File: src/rtl/srpq_pkg.sv
// Shared definitions for the shared ring packet queue: sizes, codes and the
// command record passed from the front end to the ring engine.
// No dependencies.
package srpq_pkg;

   // Ring geometry (ring size must be a power of two).
   localparam int RING_WORDS       = 1024;
   localparam int MAX_PACKET_WORDS = 64;
   localparam int IDX_W            = $clog2(RING_WORDS);
   localparam int CNT_W            = $clog2(MAX_PACKET_WORDS) + 1;
   localparam int RING_BYTES       = RING_WORDS * 4;
   localparam int MAX_PACKET_BYTES = MAX_PACKET_WORDS * 4;

   // Operation codes carried in the request tuser.
   localparam logic OP_WRITE = 1'b0;
   localparam logic OP_READ  = 1'b1;

   // Result status codes.
   localparam logic [2:0] ST_OK      = 3'd0;
   localparam logic [2:0] ST_NOSPACE = 3'd1;
   localparam logic [2:0] ST_INVALID = 3'd2;
   localparam logic [2:0] ST_EMPTY   = 3'd3;
   localparam logic [2:0] ST_BADMSG  = 3'd4;

   // One classified request word.
   typedef struct packed {
      logic             opcode;
      logic [31:0]      word;
      logic             hdr_bad;  // word is not a legal header size
      logic [IDX_W:0]   nwords;   // header size in words, valid when hdr_bad is low
   } cmd_type;

endpackage

File: src/rtl/srpq_front.sv
// Front end of the shared ring packet queue: accepts request words, classifies
// them as header candidates and holds them in a two-entry queue.
// Depends on srpq_pkg.
module srpq_front (
   input  logic             clock,
   input  logic             reset,
   input  logic             req_tvalid,
   output logic             req_tready,
   input  logic [31:0]      req_tdata,
   input  logic             req_tuser,
   output srpq_pkg::cmd_type cmd,
   output logic             cmd_valid,
   input  logic             cmd_pop
);

   srpq_pkg::cmd_type q_ff [2];
   logic              head_ff, head_in;
   logic              tail_ff, tail_in;
   logic [1:0]        count_ff, count_in;
   srpq_pkg::cmd_type incoming;
   logic              push;

   // Classify the incoming word as if it were a packet header.
   always_comb begin
      incoming.opcode  = req_tuser;
      incoming.word    = req_tdata;
      incoming.hdr_bad = (req_tdata == 32'd0)
                      || (req_tdata > 32'(srpq_pkg::RING_BYTES))
                      || (req_tdata[1:0] != 2'b00);
      incoming.nwords  = req_tdata[srpq_pkg::IDX_W+2:2];
   end

   assign req_tready = (count_ff != 2'd2);
   assign push       = req_tvalid && req_tready;
   assign cmd_valid  = (count_ff != 2'd0);
   assign cmd        = q_ff[head_ff];

   // Queue pointers.
   always_comb begin
      head_in  = head_ff;
      tail_in  = tail_ff;
      count_in = count_ff;
      if (push) begin
         tail_in = ~tail_ff;
      end
      if (cmd_pop) begin
         head_in = ~head_ff;
      end
      if (push && !cmd_pop) begin
         count_in = count_ff + 2'd1;
      end else if (!push && cmd_pop) begin
         count_in = count_ff - 2'd1;
      end
   end

   always_ff @(posedge clock) begin
      if (reset) begin
         head_ff  <= 1'b0;
         tail_ff  <= 1'b0;
         count_ff <= 2'd0;
      end else begin
         head_ff  <= head_in;
         tail_ff  <= tail_in;
         count_ff <= count_in;
      end
   end

   // Queue storage.
   always_ff @(posedge clock) begin
      if (push) begin
         q_ff[tail_ff] <= incoming;
      end
   end

endmodule

File: config.mk
export PLATFORM = sky130hd
export DESIGN_NAME = srpq_front
export DESIGN_NICKNAME = d
export VERILOG_FILES = /design/src/rtl/srpq_pkg.sv /design/src/rtl/srpq_front.sv
export SDC_FILE = /design/constraint.sdc
export NUM_CORES = 1
export LEC_CHECK = 0
export BUFFER_PORTS_ARGS = -buffer_cell sky130_fd_sc_hd__buf_2
export CAP_MARGIN = 40
export CORE_MARGIN = 5
export CORE_UTILIZATION = 40
export DETAILED_ROUTE_END_ITERATION = 16
export HOLD_SLACK_MARGIN = 0.15
export PLACE_DENSITY = 0.67
export SLEW_MARGIN = 20
export SYNTH_ARGS = -nofsm -noshare
export SYNTH_HDL_FRONTEND = slang
export SYNTH_SLANG_ARGS = --single-unit
File: constraint.sdc
create_clock -name clock -period 1.8 [get_ports clock]
set_clock_uncertainty 0.1 [all_clocks]
set_input_delay 0.36 -clock clock [delete_from_list [all_inputs] [get_ports clock]]
set_output_delay 0.36 -clock clock [all_outputs]
set_load 0.02 [all_outputs]
==> reports/qor.txt, run 1 <==
Outcome: finished, violations left
Failing checks: setup timing
Layout cells sized above 1: 53.1%
Die area: 8900 um^2
CTS tree: done
Max-cap violation count: 0
CTS root buf: clkbuf_8
Setup Buffers After CTS: 0
Die Width: 94.4 um
Post-synth top area cell: edfxtp_1
DPL Wire Length: 3720 um
Final Hold Viols: 0
Pwr dens: 1110 nW/um^2
Final Cycle Share: 103%
Rows: 30
Cells after synthesis: 155
Post-synth EDFFs: 68
Max-slew violations: 0
Crit Path Max Fanout: 18
CTS H-Tree Depth: 3
Routed length per instance: 15.8 um
I/O Buffers: 83
Final ANT Viol Nets: 0
RSZ-0062 raised after global routing: yes
Total GRT Usage: 13.5%
Cell Area, Synth: 2850 um^2
Clock slew at reported path FFs: 0.07 ns
Tightest Pin Transition: 0.552 ns
Crit path max-delay family: flip-flops
Worst R2R Setup Slack: 0.09 ns
Ys Warns: 0
Max incr delay on CP: 0.37 ns
Vias: 1716
Post-synth top area share: 71.7%
Global-route wire length before repair: 8740 um
Initial antenna violation count: 0
Reg2reg path depth: 5
Die Ht: 94.4 um
DR iter-0 viols: 52
Synthesized flop and latch total: 73
Worst R2R End: count_ff[1]
Slowest cell on crit path: dfxtp_4
Fraction of registers with async set/reset: 0%
Yosys cell types: 27
Post-route DRC: 0
Synthesized area per cell: 18.4 um^2
Detail-routed via count per cell: 4.60
TritonCTS Buffers: 9
Grt ovf: 0
Placed cell area: 3370 um^2
Effective utilization at floorplan: 41.4%
WP data arrival: 1.39 ns
WP data required: 1.34 ns
Total wire length: 5880 um
CP Cell Sequence: buf_12 > mux2_2 > buf_2
Largest net degree at the start of global routing: 35
WS Path Type: flip-flop to output pin
Min-delay src: cmd_pop
Crit. End Element: output pin
Worst Setup Start Kind: flip-flop
Leakage power: 1.54 nW
Top_reg_cell synth: edfxtp_1
Initial DRT Pass Iterations: 5
Fmax: 540 MHz
Syn Nets: 193
Clock latency on the worst-skew pair: 0.33 ns
Final core occ: 58.9%
Buf/Inv on CP: 2
Hold Crit Depth: 3
Worst IR Drop VDD: 0.000718 V
Clk sinks: 73
Fin area: 4050 um^2
Max_slew headroom: 62.9%
Routability Congestion: 0.664
Min Clock Period, post-route: 1.85 ns
ANT cells: 0
Core region area: 6870 um^2
Vias in the first global route: 1783
IO Count: 84
Setup ws final: -0.0520 ns
P&R area growth vs syn: 42.2%
Top post-synthesis cells by area: edfxtp_1 72%, mux2_2 13%, dfxtp_1 3.5%
Clock Path Buffers: 2
Layout Nets: 311
Min-delay worst type: primary input to flip-flop
Sequential fraction of the synthesis area: 75.3%
R2R Path Start: count_ff[0]
Finish-stage setup viols: 39
Fillers: 566
==> routing by layer <==
layer,GRT usage (%),routed length [um],part of all wire (%)
met1,16.1,2430,41
met2,22.2,2860,49
met3,5.82,526,9.0
met4,3.97,62,1.1
met5,0,0,0
==> cells in the mapped netlist, types with 2 or more instances <==
| library cell | count |
|---|---|
| edfxtp_1 | 68 |
| dfxtp_1 | 5 |
| a21oi_1 | 2 |
| buf_4 | 11 |
| nor2_1 | 3 |
| xor2_1 | 2 |
| mux2_2 | 34 |
| buf_2 | 4 |
| nor4_1 | 6 |
| inv_1 | 3 |
==> how the worst max path moves through the flow <==
stage	end	cells after the start	slack, ns
floorplan	q_ff[0][11]	3	0.02
finish	cmd[1]	3	-0.05
global placement	q_ff[1][11]	4	0.07
detailed placement	q_ff[0][11]	4	-0.02
CTS	cmd[11]	3	-0.08
global route	cmd[20]	3	-0.12
==> registers in the layout, indices dropped and copies added, names as in the netlist, named ones only <==
name and cells:
count_ff 2, head_ff 1, q_ff 68, tail_ff 1
==> tightest hold or removal path: stages <==
cell and delay, ns:
buf_2 0.10, xnor2_1 0.07, nor2_1 0.07
==> per-stage QoR <==
stage               setup slack, ns  power (W)  hold WS [ns]  setup TNS (ns)  instances
global placement             0.0718    0.00295         0.387               0        324
floorplan                    0.0172    0.00267         0.329               0        155
global route                 -0.118    0.00470         0.226           -4.04        373
finish                      -0.0520    0.00449         0.206           -1.53        373
CTS                         -0.0812    0.00449         0.191           -2.88        373
detailed placement          -0.0150    0.00296         0.400         -0.0301        324
==> power by group <==
group	switching, W	internal, W
sequential	0.0000459	0.00205
combinational	0.000517	0.000412
clock	0.000560	0.000908
==> cells in the final DEF, fill, tap and decap left out, types with 3 or more instances in the layout <==
| cell type | n |
|---|---|
| dlygate4sd3_1 | 34 |
| dfxtp_1 | 4 |
| buf_4 | 4 |
| clkbuf_8 | 9 |
| buf_6 | 6 |
| mux2_4 | 6 |
| bufinv_16 | 3 |
| buf_2 | 74 |
| nor4_2 | 5 |
| edfxtp_1 | 68 |
| mux2_2 | 28 |
| nor2_1 | 3 |
| buf_12 | 4 |
==> what timing repair did <==
item | in CTS | in global routing
hold buffers | 34 | 0
hold endpoints to repair | 71 | 0
endpoints found under the setup margin | 45 | 47
cloned | 0 | 0
resized for setup | 2 | 25
==> cell families (layout without fill, tap and decap cells) <==
| family | count (synthesis) | in the layout | synth area share, % |
|---|---|---|---|
| buffers and inverters | 18 | 140 | 4.00 |
| adders and majority gates | 1 | 1 | 0.439 |
| xor gates and xnor gates | 3 | 3 | 0.923 |
| AOI/OAI and AO/OA | 5 | 5 | 1.10 |
| DFF | 73 | 73 | 75.3 |
| and+or+nand+nor | 21 | 21 | 4.84 |
| muxes | 34 | 34 | 13.5 |
==> area by class of cell <==
| class | instances | area, um^2 | area share, % |
|---|---|---|---|
| clock buffers | 9 | 124 | 3.06 |
| multi-input cells | 64 | 646 | 16.0 |
| well taps | 96 | 120 | 2.97 |
| clock inverters | 6 | 108 | 2.66 |
| repair buffers | 122 | 888 | 22.0 |
| inverters | 3 | 15.0 | 0.371 |
| flip-flops and latches | 73 | 2150 | 53.0 |
Note: power is estimated with default switching activity, not from simulation.
==> inputs of run 2 (changes only) <==
--- a/config.mk
+++ b/config.mk
@@ -8,11 +8,10 @@
 export BUFFER_PORTS_ARGS = -buffer_cell sky130_fd_sc_hd__buf_2
 export CAP_MARGIN = 40
 export CORE_MARGIN = 5
-export CORE_UTILIZATION = 40
+export CORE_UTILIZATION = 46
 export DETAILED_ROUTE_END_ITERATION = 16
 export HOLD_SLACK_MARGIN = 0.15
-export PLACE_DENSITY = 0.67
-export SLEW_MARGIN = 20
+export PLACE_DENSITY = 0.75
 export SYNTH_ARGS = -nofsm -noshare
 export SYNTH_HDL_FRONTEND = slang
 export SYNTH_SLANG_ARGS = --single-unit
==> run 2 against run 1 <==
Against the previous run:
- the flow still finishes with violations (setup timing)
- sequential power about the same
- total power shrank 8.6%
- first-iteration DRC count rose by 98%
- largest power group unchanged
==> reports/qor.txt, run 2 (synthesis gave the netlist of run 1 again) <==
I/O Buffers: 83 (unchanged)
WS Path Type: flip-flop to output pin (unchanged)
Fmax: 537 MHz (was 540 MHz)
Detail-routed via count per cell: 5.00 (was 4.60)
Met3 Use GR: 4.93% (was 5.82%)
Initial antenna violation count: 0 (unchanged)
Global-route wire length before repair: 8620 um (was 8740 um)
Vias in the first global route: 1791 (was 1783)
Crit. End Element: output pin (unchanged)
Clock latency on the worst-skew pair: 0.33 ns (about the same)
Clock slew at reported path FFs: 0.07 ns (about the same)
Largest net degree at the start of global routing: 27 (was 35)
Outcome: finished, violations left (unchanged)
WP data arrival: 1.40 ns (was 1.39 ns)
Clock Path Buffers: 2 (unchanged)
RSZ-0062 raised after global routing: yes (unchanged)
Sequential share of power: 51.1% (was 46.6%)
Post-route DRC: 0 (unchanged)
Final core occ: 67.5% (was 58.9%)
Fin area: 4020 um^2 (was 4050 um^2)
Clk sinks: 73 (unchanged)
IO Count: 84 (unchanged)
Die area: 7860 um^2 (was 8900 um^2)
Pint: 0.00299 W (was 0.00337 W)
Die Width: 88.7 um (was 94.4 um)
Die Ht: 88.7 um (was 94.4 um)
Worst IR Drop VDD: 0.000571 V (was 0.000718 V)
Most frequent cells in the layout: 68 x buf_2, 68 x edfxtp_1, 33 x dlygate4sd3_1 (was 74 x buf_2, 68 x edfxtp_1, 34 x dlygate4sd3_1)
Total wire length: 5970 um (was 5880 um)
Initial DRT Pass Iterations: 4 (was 5)
CTS root buf: clkbuf_8 (unchanged)
Top Registers: q_ff: 68 flops, count_ff: 2 flops (unchanged)
Rows: 28 (was 30)
Pwr dens: 1020 nW/um^2 (was 1110 nW/um^2)
Sw Ratio: 27.0% (was 25.0%)
WP data required: 1.34 ns (about the same)
TritonCTS Buffers: 9 (unchanged)
Max_slew headroom: 69.7% (was 62.9%)
Final Hold Viols: 0 (unchanged)
R2R Path Start: count_ff[0] (unchanged)
Max-cap violation count: 0 (unchanged)
Tightest Pin Transition: 0.450 ns (was 0.552 ns)
Core region area: 5960 um^2 (was 6870 um^2)
Min-delay src: req_tdata[0] (was cmd_pop)
Worst Setup Start Kind: flip-flop (unchanged)
Max-slew violations: 0 (unchanged)
Effective utilization at floorplan: 47.8% (was 41.4%)
Biggest register: q_ff (unchanged)
Routability Congestion: 0.705 (was 0.664)
Gr busiest metal: met2 (unchanged)
Leakage power: 1.55 nW (was 1.54 nW)
Setup ws final: -0.0627 ns (was -0.0520 ns)
CTS tree: done (unchanged)
Total GRT Usage: 15.4% (was 13.5%)
P&R area growth vs syn: 41.3% (was 42.2%)
Max reg flops: 68 (unchanged)
Logic pwr share: 24.3% (was 20.7%)
ANT cells: 0 (unchanged)
DPL Wire Length: 3640 um (was 3720 um)
Grt ovf: 0 (unchanged)
Placed cell area: 3340 um^2 (was 3370 um^2)
Routed length per instance: 16.9 um (was 15.8 um)
Met2 Use GR: 24.1% (was 22.2%)
Crit Path Max Fanout: 12 (was 18)
CTS H-Tree Depth: 3 (unchanged)
Final ANT Viol Nets: 0 (unchanged)
Setup Buffers After CTS: 0 (unchanged)
Final Cycle Share: 103% (about the same)
DR iter-0 viols: 103 (was 52)
Net switching power: 0.00111 W (was 0.00112 W)
Finish-stage setup viols: 38 (was 39)
Min-delay worst type: primary input to flip-flop (unchanged)
Clock network fraction of design power: 24.6% (was 32.7%)
Layout cells sized above 1: 52.7% (was 53.1%)
Vias: 1769 (was 1716)
Layout Nets: 313 (was 311)
Min Clock Period, post-route: 1.86 ns (was 1.85 ns)
Grt met1 use: 19.1% (was 16.1%)
Failing checks: setup timing (unchanged)
-- run 2: cell count changes in the layout (fill, tap and decap cells not counted), moves of 2 or more --
cell	before	now
clkbuf_1	0	2
mux2_4	6	13
bufinv_16	3	0
buf_6	6	16
mux2_2	28	21
buf_2	74	68
-- run 2: final cells by class --
type | instances | area (um^2)
Fill cell | 423 | 1930
Tap cell | 75 | 93.8
Timing Repair Buffer | 124 | 948
Sequential cell | 73 | 2150
Clock inverter | 4 | 21.3
Multi-Input combinational cell | 64 | 666
Inverter | 3 | 15.0
Clock buffer | 11 | 131
-- run 2: worst max-delay path, cell delays in order, from the launching register on --
cell,delay [ns]
dfxtp_4,0.40
buf_12,0.15
mux2_2,0.36
buf_2,0.17
-- run 2: through the flow --
| step | power, W | TNS (ns) | cells | hold WS (ns) | setup slack [ns] |
|---|---|---|---|---|---|
| final | 0.00410 | -1.34 | 354 | 0.175 | -0.0627 |
| after global routing | 0.00431 | -4.55 | 354 | 0.154 | -0.133 |
| after detailed placement | 0.00295 | 0 | 305 | 0.393 | 0.139 |
| after CTS | 0.00408 | -2.52 | 353 | 0.153 | -0.0833 |
| after floorplan | 0.00267 | 0 | 155 | 0.329 | 0.0172 |
| after global placement | 0.00294 | 0 | 305 | 0.387 | 0.170 |
-- run 2: path summary, 6_finish.rpt --
kind / end / slack, ns / cells after the start
worst max register to register: count_ff[1] / 0.13 / 5
worst max-delay path: cmd[1] / -0.06 / 3
worst min-delay path: q_ff[1][12] / 0.17 / 1
worst min register to register: count_ff[1] / 0.40 / 2
-- run 2: routing by layer --
| metal | wire, um | part of all wire [%] | vias to the layer above |
|---|---|---|---|
| li1 | - | - | 832 |
| met1 | 2490 | 42 | 853 |
| met2 | 2870 | 48 | 76 |
| met3 | 527 | 8.8 | 8 |
| met4 | 77 | 1.3 | 0 |
| met5 | 0 | 0 | - |
-- run 2: power groups by stage --
stage	logic, W	registers [W]	clock network, W
2_1_floorplan	0.000559	0.00212	0
3_3_place_gp	0.000818	0.00212	0
3_5_place_dp	0.000823	0.00213	0
4_1_cts	0.000935	0.00209	0.00105
5_1_grt	0.00106	0.00211	0.00113
6_report	0.000998	0.00210	0.00101
-- run 2: repair_timing --
action,in CTS,in global routing
setup endpoints to repair,45,47
cloned,1,0
gates resized for setup,27,29
hold buffers,32,1
endpoints found under the hold margin,67,2
pin swaps,0,2
==> inputs of run 3 (changes only) <==
==> constraint.sdc (replaced) <==
create_clock -name clock -period 1.8 [get_ports clock]
set_clock_uncertainty 0.1 [all_clocks]
set_input_delay 0.27 -clock clock [delete_from_list [all_inputs] [get_ports clock]]
set_output_delay 0.27 -clock clock [all_outputs]
set_load 0.02 [all_outputs]
==> run 3 against run 2 <==
Against the previous run:
- the flow now finishes without violations
- clock power increased by 16%
- final cell count unchanged
- utilization decreased by 0.67 points
- global-route usage decreased by 0.23 points
- worst hold slack improved by 0.068 ns
- clock-buffer cell count increased by 1
- non-clock buffer count decreased by 1
- flip-flop and latch count unchanged
- die area unchanged
- critical path depth unchanged
- final area decreased by 1.0%
- critical path type unchanged
- critical endpoint is now cmd[23]
- largest power group unchanged
==> reports/qor.txt, run 3 (synthesis gave the netlist of run 1 again) <==
Clock latency on the worst-skew pair: 0.33 ns (about the same)
CTS root buf: clkbuf_8 (unchanged)
Die Width: 88.7 um (unchanged)
Global-route wire length before repair: 8760 um (was 8620 um)
CP Cell Sequence: buf_12 > mux2_2 > buf_2 (unchanged)
Crit Path Max Fanout: 16 (was 12)
Core region area: 5960 um^2 (unchanged)
Grt ovf: 0 (unchanged)
WP data required: 1.43 ns (was 1.34 ns)
Post-route DRC: 0 (unchanged)
Buf/Inv on CP: 2 (unchanged)
Clock Path Buffers: 2 (unchanged)
Max-cap violation count: 0 (unchanged)
Register area: 2150 um^2 (unchanged)
WP data arrival: 1.41 ns (was 1.40 ns)
Max incr delay on CP: 0.40 ns (about the same)
Initial DRT Pass Iterations: 4 (unchanged)
Rows: 28 (unchanged)
Leakage power: 1.52 nW (was 1.55 nW)
Crit. End Element: output pin (unchanged)
Pwr dens: 1060 nW/um^2 (was 1020 nW/um^2)
Most common cell after layout, fill and taps aside: edfxtp_1
Die area: 7860 um^2 (unchanged)
ANT cells: 0 (unchanged)
Setup ws final: 0.0159 ns (was -0.0627 ns)
Clk sinks: 73 (unchanged)
RSZ-0062 raised after global routing: yes (unchanged)
DR iter-0 viols: 107 (was 103)
Worst IR Drop VDD: 0.000644 V (was 0.000571 V)
Vias: 1754 (was 1769)
IO Count: 84 (unchanged)
Crit path max-delay family: flip-flops (unchanged)
Final Cycle Share: 99.1% (was 103%)
Effective utilization at floorplan: 47.8% (unchanged)
Top layer used by detailed routing: met4 (unchanged)
Min Clock Period, post-route: 1.78 ns (was 1.86 ns)
Vias in the first global route: 1862 (was 1791)
I/O Buffers: 83 (unchanged)
Largest net degree at the start of global routing: 35 (was 27)
Max_slew headroom: 79.1% (was 69.7%)
DR WL met3: 530 um (was 527 um)
Total GRT Usage: 15.2% (was 15.4%)
Pre-CTS WS: 0.103 ns (was 0.139 ns)
Outcome: finished, final reports clean (was finished, violations left)
Top Registers: q_ff: 68 flops, count_ff: 2 flops (unchanged)
Detail-routed via count per cell: 4.95 (was 5.00)
Fillers: 420 (was 423)
Final core occ: 66.8% (was 67.5%)
Area of the multi-input gates: 623 um^2 (was 666 um^2)
Met2 WL: 2930 um (was 2870 um)
Layout cells sized above 1: 51.3% (was 52.7%)
WS Path Type: flip-flop to output pin (unchanged)
Met1 Wirelength: 2370 um (was 2490 um)
Initial antenna violation count: 0 (unchanged)
Fmax: 560 MHz (was 537 MHz)
Max-slew violations: 0 (unchanged)
Most frequent cells in the layout: 68 x edfxtp_1, 67 x buf_2, 35 x dlygate4sd3_1 (was 68 x buf_2, 68 x edfxtp_1, 33 x dlygate4sd3_1)
Tightest Pin Transition: 0.310 ns (was 0.450 ns)
Routability Congestion: 0.700 (was 0.705)
Biggest register: q_ff (unchanged)
Die Ht: 88.7 um (unchanged)
DPL Wire Length: 3620 um (was 3640 um)
Setup Buffers After CTS: 0 (unchanged)
P&R area growth vs syn: 39.9% (was 41.3%)
CTS tree: done (unchanged)
Min-delay worst type: primary input to flip-flop (unchanged)
Max reg flops: 68 (unchanged)
Routed length per instance: 16.6 um (was 16.9 um)
Finish-stage setup viols: 0 (was 38)
TritonCTS Buffers: 9 (unchanged)
Final Hold Viols: 0 (unchanged)
Worst Setup Start Kind: flip-flop (unchanged)
Slowest cell on crit path: dfxtp_4 (unchanged)
Clock slew at reported path FFs: 0.07 ns (about the same)
Layout Nets: 312 (was 313)
CTS H-Tree Depth: 3 (unchanged)
Total wire length: 5890 um (was 5970 um)
Final ANT Viol Nets: 0 (unchanged)
==> run 3: repair_timing <==
item,CTS,global route
endpoints found under the setup margin,45,44
endpoints found under the hold margin,71,0
gates cloned,0,1
gates resized for setup,1,23
pin swaps,0,2
hold buffers,37,0
==> run 3: per-layer routing <==
| layer | up-vias | GRT usage (%) |
|---|---|---|
| met2 | 71 | 25.5 |
| met5 | - | 0 |
| met4 | 0 | 5.77 |
| met3 | 7 | 5.40 |
| met1 | 845 | 17.9 |
| li1 | 831 | - |
==> run 3: cell type report <==
type	count	share of cell area [%]
flip-flops and latches	73	53.9
clock inverters	4	1.10
inverters	3	0.377
well taps	75	2.36
repair buffers	123	23.2
multi-input cells	64	15.7
clock buffers	12	3.39
==> run 3: worst register-to-register path, delay by kind of cell (launching register included) <==
| family | cells | cell delay, ns |
|---|---|---|
| AO/OA/AOI/OAI | 1 | 0.14 |
| AND/OR/NAND/NOR | 3 | 0.75 |
| adder cells (fa/ha/maj) | 1 | 0.31 |
| flip-flops | 1 | 0.35 |
==> run 3: worst paths after layout <==
path,startpoint,to,slack [ns],depth (start not counted)
max,flip-flop,cmd[23],0.02,3
min,req_tdata[1],q_ff[0][13],0.24,1
max reg2reg,count_ff[0],count_ff[1],0.08,5
min reg2reg,count_ff[1],count_ff[1],0.44,2
==> run 3: where the power goes <==
group / total (W) / internal [W] / switching, W
logic: 0.000943 / 0.000419 / 0.000524
registers: 0.00210 / 0.00205 / 0.0000494
clock network: 0.00117 / 0.000633 / 0.000535
==> run 3: per-stage QoR <==
stage	hold slack (ns)	power (W)	setup TNS, ns	cell area (um^2)	std cells
finish	0.242	0.00421	0	3980	354
global placement	0.360	0.00294	0	3350	303
CTS	0.429	0.00419	0	3900	356
floorplan	0.239	0.00267	0	2850	155
detailed placement	0.373	0.00296	0	3350	303
global route	0.259	0.00440	-0.511	3980	354
